--- src/design/cbts_pkg.sv ---
// ----------------------------------------------------------------------------
// CAN bit timing search package
// Shared widths and constants for the bit timing search and its divider.
// ----------------------------------------------------------------------------
package cbts_pkg;

  localparam int DIV_W = 28;

  localparam logic [27:0] CLK_RESET = 28'd80000000;

  localparam logic [27:0] RATE_FAST = 28'd800000;
  localparam logic [27:0] RATE_MID  = 28'd500000;

  localparam logic [9:0] TARGET_FAST = 10'd750;
  localparam logic [9:0] TARGET_MID  = 10'd800;
  localparam logic [9:0] TARGET_SLOW = 10'd875;

  localparam logic [4:0] TOTAL_MAX = 5'd25;
  localparam logic [4:0] TOTAL_MIN = 5'd3;
  localparam logic [4:0] SMP_MIN   = 5'd2;
  localparam logic [4:0] SMP_MAX   = 5'd17;
  localparam logic [4:0] S2_MAX    = 5'd8;

  localparam logic [27:0] PRESC_MAX = 28'd16384;
  localparam logic [14:0] ROUND     = 15'd500;
  localparam logic [9:0]  PER_MILLE = 10'd1000;

endpackage

--- src/design/cbts_div.sv ---
// ----------------------------------------------------------------------------
// CAN bit timing divider
// Restoring unsigned divider, one quotient bit per cycle, with a done pulse.
// ----------------------------------------------------------------------------
module cbts_div #(
  parameter int WIDTH = cbts_pkg::DIV_W
) (
  input  logic             clk,
  input  logic             rst_n,
  input  logic             start,
  input  logic [WIDTH-1:0] dividend,
  input  logic [WIDTH-1:0] divisor,
  output logic             busy,
  output logic             done,
  output logic [WIDTH-1:0] quotient,
  output logic [WIDTH-1:0] remainder
);

  localparam int CNT_W = $clog2(WIDTH);

  logic [WIDTH-1:0] quo_r, rem_r, dvs_r;
  logic [CNT_W-1:0] cnt_r;
  logic             busy_r, done_r;
  logic [WIDTH:0]   rem_sh;
  logic [WIDTH+1:0] trial;
  logic             ge;

  assign rem_sh = {rem_r, quo_r[WIDTH-1]};
  assign trial  = {1'b0, rem_sh} - {2'b00, dvs_r};
  assign ge     = ~trial[WIDTH+1];

  always_ff @(posedge clk) begin
    if (!rst_n) begin
      busy_r <= 1'b0;
      done_r <= 1'b0;
      cnt_r  <= '0;
    end else begin
      done_r <= 1'b0;
      if (start) begin
        busy_r <= 1'b1;
        cnt_r  <= '0;
      end else if (busy_r) begin
        cnt_r <= cnt_r + 1'b1;
        if (cnt_r == CNT_W'(WIDTH - 1)) begin
          busy_r <= 1'b0;
          done_r <= 1'b1;
        end
      end
    end
  end

  always_ff @(posedge clk) begin
    if (start) begin
      quo_r <= dividend;
      rem_r <= '0;
      dvs_r <= divisor;
    end else if (busy_r) begin
      quo_r <= {quo_r[WIDTH-2:0], ge};
      rem_r <= ge ? trial[WIDTH-1:0] : rem_sh[WIDTH-1:0];
    end
  end

  assign busy      = busy_r;
  assign done      = done_r;
  assign quotient  = quo_r;
  assign remainder = rem_r;

endmodule

--- src/design/can_bit_timing_search.sv ---
// ----------------------------------------------------------------------------
// CAN bit timing search
// Finds prescaler, segments and jump width for a requested CAN bitrate.
// ----------------------------------------------------------------------------
// An item is taken when start is high and busy is low; busy then stays high
// until the result is out. Every division runs on the single 28-bit
// divider, which produces one quotient bit per cycle and does every division
// of the search. A zero bitrate, or one that does not divide the source
// clock, returns after the first division. Otherwise the block divides once
// more for each quanta count from 25 down to 3, plus one more for each count
// that yields a usable prescaler and another when its sample point also fits.
// The result shows on the out_ ports for one cycle, marked by out_valid; the
// receiver cannot stall it, so it must take it in that cycle.
// The source clock register is written over APB at addresses 0 to 3; the user
// must write it only while busy is low, as the block itself does not enforce it.
module can_bit_timing_search (
  input  logic        clk,
  input  logic        rst_n,
  input  logic        psel,
  input  logic        penable,
  input  logic        pwrite,
  input  logic [2:0]  paddr,
  input  logic [31:0] pwdata,
  output logic [31:0] prdata,
  output logic        pready,
  input  logic        start,
  output logic        busy,
  input  logic [27:0] in_bitrate,
  output logic        out_valid,
  output logic        out_failed,
  output logic [14:0] out_timing_word0,
  output logic [6:0]  out_timing_word1
);

  localparam int W = cbts_pkg::DIV_W;

  localparam logic [1:0] S_IDLE = 2'd0;
  localparam logic [1:0] S_RUN  = 2'd1;

  localparam logic [1:0] P_CLK = 2'd0;
  localparam logic [1:0] P_Q   = 2'd1;
  localparam logic [1:0] P_SMP = 2'd2;
  localparam logic [1:0] P_ACT = 2'd3;

  logic [27:0] clk_hz_r;
  logic [1:0]  state_r, state_nxt;
  logic [1:0]  phase_r, phase_nxt;
  logic [27:0] rate_r, rate_nxt;
  logic [27:0] per_bit_r, per_bit_nxt;
  logic [4:0]  total_r, total_nxt;
  logic [9:0]  target_r, target_nxt;
  logic [14:0] q_r, q_nxt;
  logic [4:0]  smp_r, smp_nxt;
  logic        found_r, found_nxt;
  logic [9:0]  best_err_r, best_err_nxt;
  logic [12:0] best_qh_r, best_qh_nxt;
  logic [3:0]  best_s1_r, best_s1_nxt;
  logic [3:0]  best_s2_r, best_s2_nxt;
  logic        out_valid_r, out_valid_nxt;
  logic        out_failed_r, out_failed_nxt;
  logic [14:0] word0_r, word0_nxt;
  logic [6:0]  word1_r, word1_nxt;

  logic         div_start, div_busy, div_done;
  logic [W-1:0] div_dvd, div_dvs, div_quot, div_rem;

  logic         accept;
  logic [14:0]  smp_prod;
  logic [4:0]   smp_c, s2_c;
  logic [9:0]   act_c, err_c;
  logic [13:0]  qh_c;
  logic         adv;

  assign accept = start && (state_r == S_IDLE);
  assign busy   = (state_r != S_IDLE);
  assign pready = 1'b1;
  assign prdata = (paddr[2] == 1'b0) ? {4'b0, clk_hz_r} : 32'b0;

  always_ff @(posedge clk) begin
    if (!rst_n) begin
      clk_hz_r <= cbts_pkg::CLK_RESET;
    end else if (psel && penable && pwrite && pready && paddr[2] == 1'b0) begin
      clk_hz_r <= pwdata[27:0];
    end
  end

  cbts_div #(.WIDTH(W)) u_div (
    .clk       (clk),
    .rst_n     (rst_n),
    .start     (div_start),
    .dividend  (div_dvd),
    .divisor   (div_dvs),
    .busy      (div_busy),
    .done      (div_done),
    .quotient  (div_quot),
    .remainder (div_rem)
  );

  always_comb begin
    state_nxt      = state_r;
    phase_nxt      = phase_r;
    rate_nxt       = rate_r;
    per_bit_nxt    = per_bit_r;
    total_nxt      = total_r;
    target_nxt     = target_r;
    q_nxt          = q_r;
    smp_nxt        = smp_r;
    found_nxt      = found_r;
    best_err_nxt   = best_err_r;
    best_qh_nxt    = best_qh_r;
    best_s1_nxt    = best_s1_r;
    best_s2_nxt    = best_s2_r;
    out_valid_nxt  = 1'b0;
    out_failed_nxt = out_failed_r;
    word0_nxt      = word0_r;
    word1_nxt      = word1_r;
    div_start      = 1'b0;
    div_dvd        = '0;
    div_dvs        = '0;
    adv            = 1'b0;

    smp_prod = 15'(total_r * target_r) + cbts_pkg::ROUND;
    smp_c    = (div_quot > W'(cbts_pkg::SMP_MAX)) ? cbts_pkg::SMP_MAX :
               (div_quot < W'(cbts_pkg::SMP_MIN)) ? cbts_pkg::SMP_MIN : div_quot[4:0];
    s2_c     = total_r - smp_c;
    act_c    = div_quot[9:0];
    err_c    = (act_c > target_r) ? act_c - target_r : target_r - act_c;
    qh_c     = q_r[14:1] - 14'd1;

    case (state_r)
      S_IDLE: begin
        if (accept) begin
          state_nxt = S_RUN;
          phase_nxt = P_CLK;
          rate_nxt  = in_bitrate;
          found_nxt = 1'b0;
          div_start = 1'b1;
          div_dvd   = clk_hz_r;
          div_dvs   = in_bitrate;
          if (in_bitrate >= cbts_pkg::RATE_FAST) begin
            target_nxt = cbts_pkg::TARGET_FAST;
          end else if (in_bitrate >= cbts_pkg::RATE_MID) begin
            target_nxt = cbts_pkg::TARGET_MID;
          end else begin
            target_nxt = cbts_pkg::TARGET_SLOW;
          end
        end
      end
      S_RUN: begin
        if (div_done) begin
          case (phase_r)
            P_CLK: begin
              if (rate_r == '0 || div_rem != '0) begin
                state_nxt      = S_IDLE;
                out_valid_nxt  = 1'b1;
                out_failed_nxt = 1'b1;
                word0_nxt      = '0;
                word1_nxt      = '0;
              end else begin
                per_bit_nxt = div_quot;
                total_nxt   = cbts_pkg::TOTAL_MAX;
                phase_nxt   = P_Q;
                div_start   = 1'b1;
                div_dvd     = div_quot;
                div_dvs     = W'(cbts_pkg::TOTAL_MAX);
              end
            end
            P_Q: begin
              if (div_rem == '0 && !div_quot[0] && div_quot != '0 &&
                  div_quot <= cbts_pkg::PRESC_MAX) begin
                q_nxt     = div_quot[14:0];
                phase_nxt = P_SMP;
                div_start = 1'b1;
                div_dvd   = W'(smp_prod);
                div_dvs   = W'(cbts_pkg::PER_MILLE);
              end else begin
                adv = 1'b1;
              end
            end
            P_SMP: begin
              if (smp_c < total_r && s2_c <= cbts_pkg::S2_MAX) begin
                smp_nxt   = smp_c;
                phase_nxt = P_ACT;
                div_start = 1'b1;
                div_dvd   = W'(15'(smp_c * cbts_pkg::PER_MILLE));
                div_dvs   = W'(total_r);
              end else begin
                adv = 1'b1;
              end
            end
            P_ACT: begin
              if (!found_r || err_c < best_err_r) begin
                found_nxt    = 1'b1;
                best_err_nxt = err_c;
                best_qh_nxt  = qh_c[12:0];
                best_s1_nxt  = 4'(smp_r - 5'd1);
                best_s2_nxt  = 4'(total_r - smp_r);
              end
              adv = 1'b1;
            end
            default: begin
              state_nxt = S_IDLE;
            end
          endcase
        end
        if (adv) begin
          if (total_r == cbts_pkg::TOTAL_MIN) begin
            state_nxt      = S_IDLE;
            out_valid_nxt  = 1'b1;
            out_failed_nxt = !found_nxt;
            if (found_nxt) begin
              word0_nxt = {(best_s2_nxt >= 4'd2), 1'b0, best_qh_nxt};
              word1_nxt = {3'(best_s2_nxt - 4'd1), 4'(best_s1_nxt - 4'd1)};
            end else begin
              word0_nxt = '0;
              word1_nxt = '0;
            end
          end else begin
            total_nxt = total_r - 5'd1;
            phase_nxt = P_Q;
            div_start = 1'b1;
            div_dvd   = per_bit_r;
            div_dvs   = W'(total_r - 5'd1);
          end
        end
      end
      default: begin
        state_nxt = S_IDLE;
      end
    endcase
  end

  always_ff @(posedge clk) begin
    if (!rst_n) begin
      state_r     <= S_IDLE;
      phase_r     <= P_CLK;
      found_r     <= 1'b0;
      out_valid_r <= 1'b0;
    end else begin
      state_r     <= state_nxt;
      phase_r     <= phase_nxt;
      found_r     <= found_nxt;
      out_valid_r <= out_valid_nxt;
    end
  end

  always_ff @(posedge clk) begin
    rate_r       <= rate_nxt;
    per_bit_r    <= per_bit_nxt;
    total_r      <= total_nxt;
    target_r     <= target_nxt;
    q_r          <= q_nxt;
    smp_r        <= smp_nxt;
    best_err_r   <= best_err_nxt;
    best_qh_r    <= best_qh_nxt;
    best_s1_r    <= best_s1_nxt;
    best_s2_r    <= best_s2_nxt;
    out_failed_r <= out_failed_nxt;
    word0_r      <= word0_nxt;
    word1_r      <= word1_nxt;
  end

  assign out_valid        = out_valid_r;
  assign out_failed       = out_failed_r;
  assign out_timing_word0 = word0_r;
  assign out_timing_word1 = word1_r;

  a_single_pulse: assert property (@(posedge clk) disable iff (!rst_n)
    out_valid |=> !out_valid)
    else $error("result strobe held longer than one cycle");

  a_fail_zero: assert property (@(posedge clk) disable iff (!rst_n)
    (out_valid && out_failed) |-> (out_timing_word0 == '0 && out_timing_word1 == '0))
    else $error("failed result carries nonzero timing words");

  a_idle_div: assert property (@(posedge clk) disable iff (!rst_n)
    (state_r == S_IDLE) |-> !div_busy)
    else $error("divider running while sequencer idle");

  a_ok_word: assert property (@(posedge clk) disable iff (!rst_n)
    (out_valid && !out_failed) |-> (out_timing_word0[13] == 1'b0))
    else $error("reserved timing bit set");

endmodule
--- config.mk ---
export PLATFORM = sky130hd
export DESIGN_NAME = can_bit_timing_search
export DESIGN_NICKNAME = d
export VERILOG_FILES = /design/src/design/cbts_pkg.sv /design/src/design/cbts_div.sv /design/src/design/can_bit_timing_search.sv
export SDC_FILE = /design/constraint.sdc
export NUM_CORES = 1
export LEC_CHECK = 0
export BUFFER_PORTS_ARGS = -buffer_cell sky130_fd_sc_hd__buf_4
export CAP_MARGIN = 30
export CORE_MARGIN = 2
export CORE_UTILIZATION = 66
export DETAILED_ROUTE_END_ITERATION = 8
export PLACE_DENSITY_LB_ADDON = 0.1
export SYNTH_ARGS = -nofsm -noshare
export SYNTH_HDL_FRONTEND = slang
export SYNTH_HIERARCHICAL = 1
export SYNTH_SLANG_ARGS = --single-unit
--- constraint.sdc ---
create_clock -name clk -period 9.5 [get_ports clk]
set_input_delay 0.95 -clock clk [delete_from_list [all_inputs] [get_ports clk]]
set_output_delay 0.95 -clock clk [all_outputs]
set_load 0.02 [all_outputs]
==> metrics.md <==
| Metric | Value |
|---|---|
| Max_cap viols | `0` |
| PD cells | `between 150 and 200 mW/mm^2` |
| Pleak | `~8 nW` |
| PostCTS Resize Cnt | `0` |
| Filler Cells Inserted | `about 1700` |
| Mapped Area | `0.0167 mm^2` |
| Routability Congestion | `between 0.9 and 1` |
| Pint | `roughly 2.3 mW` |
| CTS root buf | `clkbuf_16` |
| Number of synthesized register bits | `approximately 260` |
| Total CTS buffers | `28` |
| Syn Inst Count | `~1600` |
| Achievable Freq | `around 150 MHz` |
| Final Slew Violations | `0` |
| Final setup viols | `0` |
| CTS clk-pin slew, worst paths | `around 0.070 ns` |
| Worst VDD drop | `approximately 0.16 mV` |
| Residual DRC count | `0` |
| Chip height | `about 160 um` |
| Sequential area share after synthesis | `42.9%` |
| Clk_lat worst skew | `roughly 0.57 ns` |
| Routed len/inst | `between 15 and 20 um` |
| CTS Hold Buffers Added | `0` |
| Outcome | `complete, no violations` |
| IO Port Bufs | `about 120` |
| RSZ-0062 raised after global routing | `false` |
| Final Cycle Share | `between 60% and 70%` |
| Initial Util | `between 60% and 70%` |
| Critical Path Source Type | `flip-flop` |
| Sw Ratio | `approximately 29%` |
| Drt pass-1 iters | `5` |
| EDFF count, synth | `192` |
| Initial antenna violation count | `0` |
| Io pins | `~130` |
| Layout cells sized above 1 | `15.0%` |
| Total GRT Usage | `between 30% and 40%` |
| Largest net degree at the start of global routing | `between 90 and 100` |
| WL final | `about 40 mm` |
| Dpl hpwl | `between 20 and 30 mm` |
| Number of global-route vias before repair | `around 12000` |
| Post-route ant nets | `0` |
| FFs w/ async S/R, synth | `0%` |
| Setup CP Type | `flip-flop to flip-flop` |
| Worst Tran Pin Value | `~1.1 ns` |
| Clock skew | `approximately 0.022 ns` |
| Post-layout util | `about three quarters` |
| CP cell instances | `or4_4 > nor4_4 > nand3_2 > a21oi_1 > inv_1 > ha_1 > and3b_1 > or3_1 > a31oi_1 > o311a_1 > nor3_2 > or3_1 > or2_4 > buf_4 > buf_16 > or4_1 > o311ai_0` |
| Initial DRC Count | `roughly 1300` |
| CP max-delay cell | `a21oi_1` |
| Slew HR | `around 28%` |
| Core ar. | `~0.025 mm^2` |
| Endpoints failing hold | `0` |
| Logic pwr share | `23.2%` |
| Synth Area per Inst | `10.3 um^2` |
| Std-Cell Rows | `58` |
| Setup bufs post-CTS | `0` |
| Sw power | `0.967 mW` |
| First-pass GRT wire length | `~65 mm` |
| Dominant synthesized flop cell | `edfxtp_1` |
| CTS tree | `built` |
| Clock share of power | `a little over a third` |
| Post-synth cell types | `83` |
| GRT Residual Overflow | `0` |
| Final nets | `1930` |
| Die Area | `around 0.027 mm^2` |
| CTS sink count | `~260` |
| Longest Clk Path Bufs | `3` |
| Routed via count | `approximately 13000` |
| Sequential Power Share | `41.6%` |
| Setup TNS Final | `0 ns` |
| Vias per inst | `between 6 and 7` |
| Hold_ws | `0.481 ns` |
| Worst Path Max Fanout | `57` |
| H-tree Lvls | `1` |
| Fin crit period | `around 6.6 ns` |
| Synth warnings | `6` |
| CP Capture Type | `flip-flop` |
| Worst path required time | `a little under 10 ns` |
| CP arrival | `roughly 7 ns` |
| Crit-path most repeated cell | `or3_1` |
| Die extent in x | `about 160 um` |
| Worst hold path class | `flip-flop to flip-flop` |
| Biggest cell delay along the critical path | `slightly below 0.8 ns` |
| Area grow syn2layout | `12.9%` |
-- final cells by class --
cell class                      count  area, um^2  area share [%]
Clock buffer                       35         757            4.02
Antenna cell                        1        2.50          0.0133
Sequential cell                   261        7150            38.0
Tap cell                          330         413            2.20
Timing Repair Buffer              133        1030            5.45
Multi-Input combinational cell   1130        8650            46.0
Clock inverter                     17         239            1.27
Inverter                          154         578            3.07
-- state kept, by name, summed over array words and instances, names as in the netlist, 2 cells and up --
signal	cells
best_s1_r	4
smp_r	4
out_timing_word0	15
rate_r	28
q_r	13
best_err_r	10
target_r	4
state_r	2
total_r	5
out_timing_word1	7
u_div/cnt_r	5
u_div/quotient	28
phase_r	2
best_qh_r	13
per_bit_r	28
u_div/dvs_r	28
u_div/remainder	28
clk_hz_r	28
best_s2_r	4
-- placed cells by master (no fill, tap or decap), drive strengths merged, types with 17 or more instances in the layout --
master   instances
edfxtp         192
inv            154
nand2          134
buf            133
ha             117
nor2            99
a21oi           70
dfxtp           69
o21ai           66
a21o            56
xnor2           46
nor2b           42
fa              36
clkbuf          35
mux2            34
nor3            33
mux2i           32
a211oi          30
nand3           30
a21boi          26
nor4            26
xor2            24
a22oi           24
o2bb2ai         21
a31oi           17
-- power by group through the flow --
| stage | Sequential, mW | Combinational [mW] | Clock [mW] |
|---|---|---|---|
| detailed placement | 1.40 | 0.744 | 0 |
| global placement | 1.39 | 0.722 | 0 |
| finish | 1.37 | 0.764 | 1.16 |
| global route | 1.38 | 0.841 | 1.22 |
| CTS | 1.37 | 0.753 | 1.17 |
| floorplan | 1.37 | 0.601 | 0 |
-- layer usage --
layer	part of all wire (%)	vias up	global-route usage (%)
met2	46	528	48.5
li1	-	6030	-
met5	0	-	0
met4	2.9	0	9.33
met3	7.6	85	4.69
met1	44	6128	43.9
-- per-stage QoR --
| stage | cell area, um^2 | instances | total power, mW | setup WS [ns] |
|---|---|---|---|---|
| global route | 18800 | 2060 | 3.44 | 2.47 |
| finish | 18800 | 2061 | 3.30 | 2.93 |
| floorplan | 16700 | 1619 | 1.97 | 3.75 |
| detailed placement | 17800 | 2008 | 2.14 | 3.04 |
| CTS | 18800 | 2060 | 3.30 | 2.97 |
| global placement | 17800 | 2006 | 2.12 | 2.97 |
-- cell usage after synthesis (6+ instances only) --
| master | count | share of area [%] |
|---|---|---|
| edfxtp_1 | 192 | 35 |
| and2_1 | 8 | 0.30 |
| nor2b_1 | 42 | 1.6 |
| a22o_1 | 7 | 0.37 |
| or4_1 | 6 | 0.27 |
| nor3_1 | 33 | 0.99 |
| nor4_1 | 25 | 0.94 |
| xor2_1 | 24 | 1.3 |
| nand4_1 | 15 | 0.56 |
| o21bai_1 | 6 | 0.27 |
| o211ai_1 | 7 | 0.32 |
| mux2_2 | 34 | 2.3 |
| inv_1 | 154 | 3.5 |
| a21o_1 | 56 | 2.5 |
| a31oi_1 | 17 | 0.64 |
| dfxtp_1 | 69 | 8.3 |
| a21boi_0 | 26 | 1.2 |
| clkbuf_1 | 56 | 1.3 |
| or2_2 | 7 | 0.26 |
| o2bb2ai_2 | 20 | 1.8 |
| and3_1 | 11 | 0.41 |
| or3_1 | 8 | 0.30 |
| a21oi_1 | 69 | 2.1 |
| o31ai_1 | 6 | 0.27 |
| ha_1 | 117 | 8.8 |
| a22oi_1 | 24 | 1.1 |
| xnor2_1 | 46 | 2.4 |
| fa_1 | 36 | 4.3 |
| nand3_1 | 29 | 0.87 |
| a211oi_1 | 30 | 1.4 |
| nor2_1 | 99 | 2.2 |
| o21a_1 | 8 | 0.36 |
| mux2i_1 | 32 | 1.9 |
| nand2_1 | 134 | 3.0 |
| o21ai_0 | 63 | 1.9 |
-- cells by family (layout without fill, tap and decap cells) --
| logic type | count (synthesis) | in the layout | share of synthesized area (%) |
|---|---|---|---|
| XOR/XNOR | 70 | 70 | 3.68 |
| other | 2 | 7 | 0.0451 |
| flip-flops | 261 | 261 | 42.9 |
| AND/OR/NAND/NOR | 448 | 448 | 13.3 |
| adder cells (fa/ha/maj) | 154 | 154 | 13.2 |
| AO/OA/AOI/OAI | 386 | 386 | 17.0 |
| multiplexers | 66 | 66 | 4.22 |
| buffers and inverters | 228 | 339 | 5.64 |
-- final timing paths --
check / end / slack (ns) / start / depth (start not counted)
min reg2reg: clk_hz_r[20]$_SDFFE_PN0P_ / 0.48 / clk_hz_r[20]$_SDFFE_PN0P_ / 2
max: u_div/remainder[1]$_SDFFE_PP0P_ / 2.93 / u_div/quotient[9]$_DFFE_PP_ / 17
min: clk_hz_r[20]$_SDFFE_PN0P_ / 0.48 / clk_hz_r[20]$_SDFFE_PN0P_ / 2
max reg2reg: u_div/remainder[1]$_SDFFE_PP0P_ / 2.93 / u_div/quotient[9]$_DFFE_PP_ / 17
-- worst max-delay path: cells and delay by family (launching register included) --
kind            cells  cell delay [ns]
compound gates      4             1.78
flops               1             0.54
simple gates        9             2.89
buf+inv             3             0.85
fa+ha+maj           1             0.37
Note: power is estimated with default switching activity, not from simulation.
